File: src/rtl/core/ohlc_pkg.sv
`timescale 1ns / 1ps
`default_nettype none
// ============================================================================
// ohlc_pkg
// Shared widths, constants and types of the one-second OHLC bar builder.
// ============================================================================
package ohlc_pkg;

    // Field widths of the quote and bar items.
    localparam int unsigned TS_W    = 64;
    localparam int unsigned PRICE_W = 64;
    localparam int unsigned QTY_W   = 32;
    localparam int unsigned LEVEL_W = 2;
    localparam int unsigned SEC_W   = 35;

    // One second is 10^9 ns = 2^9 * 5^9. The low nine bits are shifted away
    // and the rest is divided by 5^9 through a reciprocal multiply.
    localparam int unsigned NS_SHIFT  = 9;
    localparam int unsigned DIVIDEND_W = TS_W - NS_SHIFT;
    localparam int unsigned DIVISOR_W = 21;
    localparam logic [DIVISOR_W-1:0] SEC_DIVISOR = 21'd1953125;

    // floor(2^55 / 5^9), which equals floor(2^64 / 10^9).
    localparam int unsigned RECIP_W = 35;
    localparam logic [RECIP_W-1:0] SEC_RECIP = 35'd18446744073;

    // The remainder after the estimate stays below twice the divisor.
    localparam int unsigned REM_W  = 22;
    localparam int unsigned PROD_W = 90;

    // Cycles from an accepted item to its second at the divider output.
    localparam int unsigned DIV_LAT = 4;

    // Result queue between the bar update and the output port.
    localparam int unsigned FIFO_DEPTH = 8;
    localparam int unsigned FIFO_PTR_W = 3;
    localparam int unsigned FIFO_CNT_W = 4;

    // One open bar of a series, as held in the bar memory.
    typedef struct packed {
        logic [SEC_W-1:0]   sec;
        logic [PRICE_W-1:0] open_p;
        logic [PRICE_W-1:0] high_p;
        logic [PRICE_W-1:0] low_p;
        logic [PRICE_W-1:0] close_p;
    } bar_t;

    // One emitted bar, tagged with its series.
    typedef struct packed {
        logic               side;
        logic [LEVEL_W-1:0] level;
        bar_t               bar;
    } res_t;

endpackage
`default_nettype wire

File: src/rtl/core/ohlc_sec_div.sv
`timescale 1ns / 1ps
`default_nettype none
// ============================================================================
// ohlc_sec_div
// Four-stage pipelined division of a nanosecond timestamp by 10^9.
// ============================================================================
module ohlc_sec_div
    import ohlc_pkg::*;
(
    input  logic             clk,
    input  logic [TS_W-1:0]  timestamp_ns,
    output logic [SEC_W-1:0] sec
);

    logic [DIVIDEND_W-1:0] dividend;
    logic [31:0]           x_lo;
    logic [DIVIDEND_W-33:0] x_hi;
    logic [PROD_W-1:0]     prod_sum;
    logic [42:0]           back_mul;
    logic [REM_W-1:0]      remainder;

    // Stage one: partial products of the reciprocal multiply.
    logic [63:0]           pp_ll_reg;
    logic [34:0]           pp_lh_reg;
    logic [54:0]           pp_hl_reg;
    logic [25:0]           pp_hh_reg;
    logic [REM_W-1:0]      x1_reg;

    // Stage two: quotient estimate, at most one below the true quotient.
    logic [SEC_W-1:0]      q2_reg;
    logic [REM_W-1:0]      x2_reg;

    // Stage three: low bits of estimate times divisor.
    logic [SEC_W-1:0]      q3_reg;
    logic [REM_W-1:0]      x3_reg;
    logic [REM_W-1:0]      prod3_reg;

    // Stage four: corrected quotient.
    logic [SEC_W-1:0]      sec_reg;

    assign dividend = timestamp_ns[TS_W-1:NS_SHIFT];
    assign x_lo     = dividend[31:0];
    assign x_hi     = dividend[DIVIDEND_W-1:32];

    // Sum of the partial products; the quotient estimate is the top bits.
    assign prod_sum = PROD_W'(pp_ll_reg)
                    + (PROD_W'(pp_lh_reg) << 32)
                    + (PROD_W'(pp_hl_reg) << 32)
                    + (PROD_W'(pp_hh_reg) << 64);

    // Only the remainder's low bits matter, since it stays below 2^22.
    assign back_mul  = 43'(q2_reg[REM_W-1:0]) * 43'(SEC_DIVISOR);
    assign remainder = x3_reg - prod3_reg;

    always_ff @(posedge clk)
    begin
        pp_ll_reg <= 64'(x_lo) * 64'(SEC_RECIP[31:0]);
        pp_lh_reg <= 35'(x_lo) * 35'(SEC_RECIP[RECIP_W-1:32]);
        pp_hl_reg <= 55'(x_hi) * 55'(SEC_RECIP[31:0]);
        pp_hh_reg <= 26'(x_hi) * 26'(SEC_RECIP[RECIP_W-1:32]);
        x1_reg    <= dividend[REM_W-1:0];

        q2_reg    <= prod_sum[PROD_W-1:PROD_W-SEC_W];
        x2_reg    <= x1_reg;

        q3_reg    <= q2_reg;
        x3_reg    <= x2_reg;
        prod3_reg <= back_mul[REM_W-1:0];

        sec_reg   <= q3_reg + SEC_W'(remainder >= {1'b0, SEC_DIVISOR});
    end

    assign sec = sec_reg;

endmodule
`default_nettype wire

File: config.mk
export PLATFORM = sky130hd
export DESIGN_NAME = ohlc_sec_div
export DESIGN_NICKNAME = d
export VERILOG_FILES = /design/src/rtl/core/ohlc_pkg.sv /design/src/rtl/core/ohlc_sec_div.sv
export SDC_FILE = /design/constraint.sdc
export NUM_CORES = 2
export LEC_CHECK = 0
export ABC_CLOCK_PERIOD_IN_PS = 26100
export BUFFER_PORTS_ARGS = -buffer_cell sky130_fd_sc_hd__buf_2
export CAP_MARGIN = 20
export CORE_AREA = 10 10 280 282
export DETAILED_ROUTE_END_ITERATION = 10
export DIE_AREA = 0 0 290 292
export PLACE_DENSITY = 0.7
export SLEW_MARGIN = 0
export SYNTH_ARGS = -nofsm -noshare
export SYNTH_HDL_FRONTEND = slang
export SYNTH_SLANG_ARGS = --single-unit
File: constraint.sdc
create_clock -name clk -period 26.1 [get_ports clk]
set_input_delay 7.83 -clock clk [delete_from_list [all_inputs] [get_ports clk]]
set_output_delay 7.83 -clock clk [all_outputs]
set_load 0.01 [all_outputs]
==> Word-level counts from Yosys, hierarchy flattened <==
Index checks and enable logic that the tools add are counted.
{ "classes": {"n_addsub": 5, "n_mul": 3, "n_lt_le_gt_ge": 1} }
{ "op_table": {"columns": ["cell", "count"], "rows": [
  ["$add A87 B89 Y90", 1],
  ["$add A67 B86 Y87", 1],
  ["$add A63 B66 Y67", 1],
  ["$mul A32 B31 Y63 const B", 1],
  ["$mul A23 B31 Y54 const B", 1],
  ["$add A35 B1 Y35", 1],
  ["$ge A22 B21 Y1 const B", 1],
  ["$mul A22 B21 Y22 const B", 1],
  ["$sub A22 B22 Y22", 1]
]} }
{ "word_totals": {"register_bits": 365, "in_bits": 65, "output_inout_bits": 35, "wordCells": 20} }

==> Depth between registers and ports, before layout <==
{ "logic_depth": {"depth_word": 3, "mapped_depth": 27, "ltp_nobuf": 27} }

==> Least setup slack after synthesis <==
OpenSTA, ideal clock, no wires.
{ "synth_timing": {"path_kind": "input port to flip-flop", "startpoint": "input timestamp_ns[23]", "endpoint": "register pp_ll_reg[43]", "setup_ns": 0.072, "path_slack_ns": 11.830, "stages": 25, "arrival_ns": 14.198, "t_required_ns": 26.028, "n_path_buf": 0, "path_cell_list": "inv_1 -> fa_1 -> inv_1 -> ha_1 -> inv_1 -> fa_1 -> fa_1 -> inv_1 -> fa_1 -> fa_1 -> fa_1 -> inv_1 -> fa_1 -> inv_1 -> ha_1 -> a21oi_1 -> o21ai_0 -> a311o_1 -> a211o_1 -> o221ai_2 -> nor2b_1 -> o21ai_0 -> a21o_1 -> a21oi_1 -> xnor2_1"} }
{ "synth_via": {"elab_chain_cells": 1} }
{ "synth_lines": {"columns": ["item", "line_no", "source"], "rows": [
  ["start: declaration", "ohlc_sec_div.sv:11", "input logic [TS_W-1:0] timestamp_ns,"],
  ["$mul A32 B31 Y63", "ohlc_sec_div.sv:57", "pp_ll_reg <= 64'(x_lo) * 64'(SEC_RECIP[31:0]);"],
  ["end signal: assignment", "ohlc_sec_div.sv:57", null],
  ["end: declaration", "ohlc_sec_div.sv:23", "logic [63:0] pp_ll_reg;"]
]} }
No other way between the ends.

==> Final worst setup path <==
{ "layout_timing": {"startpoint": "input timestamp_ns[26]", "endpoint": "register pp_ll_reg[62]"} }
The elaborated chain is that of the path after synthesis.

==> results.md <==
- Status: complete, no violations
- PortBufs: 90
- Routed wire length per instance: between 15 and 20 um
- Hold crit path type: reg2reg
- Yosys cell types: 69
- Post-Layout Inst Area: around 43000 sq um
- Post-route ant nets: 0
- CTS Sinks: around 300
- Top FF cell, synth: dfxtp_1
- Final nets: roughly 5500
- Crit path kind: in2reg
- Final Setup Violations: 0
- GRT Util Overall: roughly a fifth
- RD Place Congestion: roughly 0.91
- XOR/XNOR Fraction of Synth Area: 4.36%
- Synth Area in Adders: 59.0%
- Mux contribution to synthesized area: 0%
- CTS Hold Bufs: 0
- First-pass GRT wire length: approximately 140000 um
- Clk buf depth: 3
- PnR worst setup slack: about 11000 ps
- TNS Setup: 0 ps
- Final wirelength: slightly below 90000 um
- Startpoint types: primary input
- Initial antenna violation count: 0
- Clk_skew: 22.7 ps
- CORE AREA: around 73000 sq um
- Synthesized cell area: 39700 sq um
- FILL cells: 6236
- DP Area: roughly 41000 sq um
- Asr flop ratio synth: 0%
- Syn_nets: between 5000 and 6000
- GR Overflow Total: 0
- Compound-Gate Fraction of Synth Area: 6.57%
- Slew headroom: 50.1%
- Worst-path clk slew: 60 ps
- Largest family of logic cells by synthesized area: adder cells
- Io pins: 100
- Multi-input gate area: about 30000 sq um
- Post-CTS Setup Repair Bufs: 0
- Routed vias: ~25000
- Post-synth EDFFs: 0
- Average size of a mapped cell: about 10 sq um
- Yosys reg bits: a little over 300
- RSZ-0062 raised after global routing: no
- Via count of the first global-routing pass: roughly 28000
- Slew @ Worst Pin: 739 ps
- Register area share after synthesis: 15.4%
- Max-cap violations: 0
- CTS tree: built
- Register area: around 6100 sq um
- Peak Freq: between 60 and 70 MHz
- Simple-gate share of the synthesized area: approximately 4.4%
- Arr. time, crit path: 15690 ps
- Rows: about 100
- DRT iter0 DRCs: approximately 1200
- Number of flip-flops in the largest register: a little over 50
- Via-per-instance ratio: 5.17
- Root Driver: clkbuf_16
- Initial core utilization: approximately 55%
- Clock latency on the worst-skew pair: approximately 540 ps
- Number of synthesis warnings: 0
- Area delta synth->final: 7.13%
- Post-Syn Instances: roughly 3800
- Crit end category: flop
- Largest net degree at the start of global routing: 16
- WHS: 321 ps
- Post-CTS Resized: 0
- Chip Width: 290 um
- Crit-path max FO: 12
- Die ar.: about 85000 sq um
- Hold Vio Cnt, Final: 0
- Post-detail-place hpwl: 74500 um
- Period utilisation layout: 58.5%
- Htree depth: 2
- Dpl ws: 10330 ps
- Layout cells sized above 1: 4.27%
- DRC viols: 0
- Initial DRT Pass Iterations: 5
- Max Transition Viols Final: 0
- Inserted Clock Buffers: 34
- Clock period minus worst slack: between 15000 and 20000 ps
- CP required: 26530 ps
- Die Ht: 292 um
area by class of cell:
| class | instances | area share [%] |
|---|---|---|
| timing repair buffer | 90 | 1.06 |
| multi-input combinational | 2439 | 69.5 |
| clock buffer | 39 | 2.16 |
| inverter | 1066 | 9.40 |
| sequential | 306 | 14.4 |
| tap | 959 | 2.82 |
| antenna | 1 | 0.00588 |
| clock inverter | 20 | 0.705 |
cells by family after synthesis:
kind of cell / after synthesis
adders and majority gates: 1497
buffers and inverters: 1076
AOI/OAI and AO/OA: 389
and+or+nand+nor: 355
DFF: 306
xor gates and xnor gates: 198
Yosys cell counts, types with 3 or more instances:
| cell | count | area [sq um] |
|---|---|---|
| fa_1 | 631 | 12600 |
| and2_1 | 7 | 43.8 |
| a21o_1 | 58 | 435 |
| nor2b_1 | 25 | 156 |
| dfxtp_1 | 306 | 6130 |
| o21a_1 | 19 | 143 |
| nand3_1 | 42 | 210 |
| a31oi_1 | 13 | 81.3 |
| ha_1 | 866 | 10800 |
| and3_1 | 26 | 163 |
| nor2_1 | 81 | 304 |
| a2111oi_0 | 4 | 35.0 |
| a41oi_1 | 7 | 61.3 |
| o311ai_0 | 3 | 26.3 |
| a211oi_1 | 16 | 120 |
| and4_1 | 9 | 78.8 |
| inv_1 | 1066 | 4000 |
| o2111ai_1 | 3 | 26.3 |
| a31o_2 | 7 | 61.3 |
| a21oi_1 | 115 | 576 |
| nand2_1 | 76 | 285 |
| xnor2_1 | 140 | 1230 |
| o21ai_0 | 58 | 290 |
| o21bai_1 | 19 | 143 |
| o211ai_1 | 6 | 45.0 |
| nor4_1 | 4 | 25.0 |
| or3_1 | 15 | 93.8 |
| a21boi_0 | 3 | 22.5 |
| clkbuf_1 | 10 | 37.5 |
| o22ai_1 | 3 | 18.8 |
| xor2_1 | 58 | 508 |
| nor3_1 | 30 | 150 |
| a211o_1 | 5 | 43.8 |
| a311oi_1 | 3 | 26.3 |
| nand2b_1 | 12 | 75.1 |
| nand4_1 | 21 | 131 |
| o31ai_1 | 9 | 67.6 |
| a221o_1 | 4 | 40.0 |
per-layer routing:
| metal | wire (um) | track usage, % |
|---|---|---|
| met4 | 2480 | 6.03 |
| met1 | 38500 | 27.8 |
| met2 | 41500 | 35.6 |
| met5 | 0 | 0 |
| met3 | 4460 | 3.78 |
worst max-delay path, stage by stage:
cell and delay [ps]:
buf_2 410, inv_1 220, fa_1 580, inv_1 40, ha_1 270, inv_1 50
fa_1 530, fa_1 520, inv_1 50, fa_1 480, fa_1 520, fa_1 550
inv_1 60, fa_1 530, inv_1 40, ha_1 370, nand3_1 100, nor3_1 340
nand3_1 120, a31oi_1 430, o221ai_2 280, a21oi_2 390, a311oi_1 210, o31ai_1 470
a21oi_1 160, xnor2_1 150
layout by cell type, fill, tap and decap left out, types with 19 or more instances in the layout:
master        n
inv_1      1066
ha_1        866
fa_1        631
dfxtp_1     306
xnor2_1     140
a21oi_1     115
buf_2        90
nor2_1       81
nand2_1      76
a21o_1       58
o21ai_0      58
xor2_1       58
nand3_1      42
clkbuf_16    34
nor3_1       30
and3_1       26
nor2b_1      25
nand4_1      21
o21a_1       19
o21bai_1     19
final timing paths:
path,from,end,slack [ps],depth (start not counted)
setup / recovery,timestamp_ns[26],pp_ll_reg[62],10840,26
hold / removal,x2_reg[4],x3_reg[4],320,0
hold reg to reg,x2_reg[4],x3_reg[4],320,0
setup reg to reg,x3_reg[0],sec[33],20280,21
metrics by stage:
| stage | util [%] | std cells |
|---|---|---|
| finish | 58.7 | 4920 |
| global route | 58.7 | 4919 |
| CTS | 58.7 | 4919 |
| detailed placement | 57.0 | 4860 |
| global placement | 57.0 | 4860 |
| floorplan | - | 3821 |
Power is not shown: default switching activity piles up to over one toggle a cycle in this logic, so the estimate is an artifact.
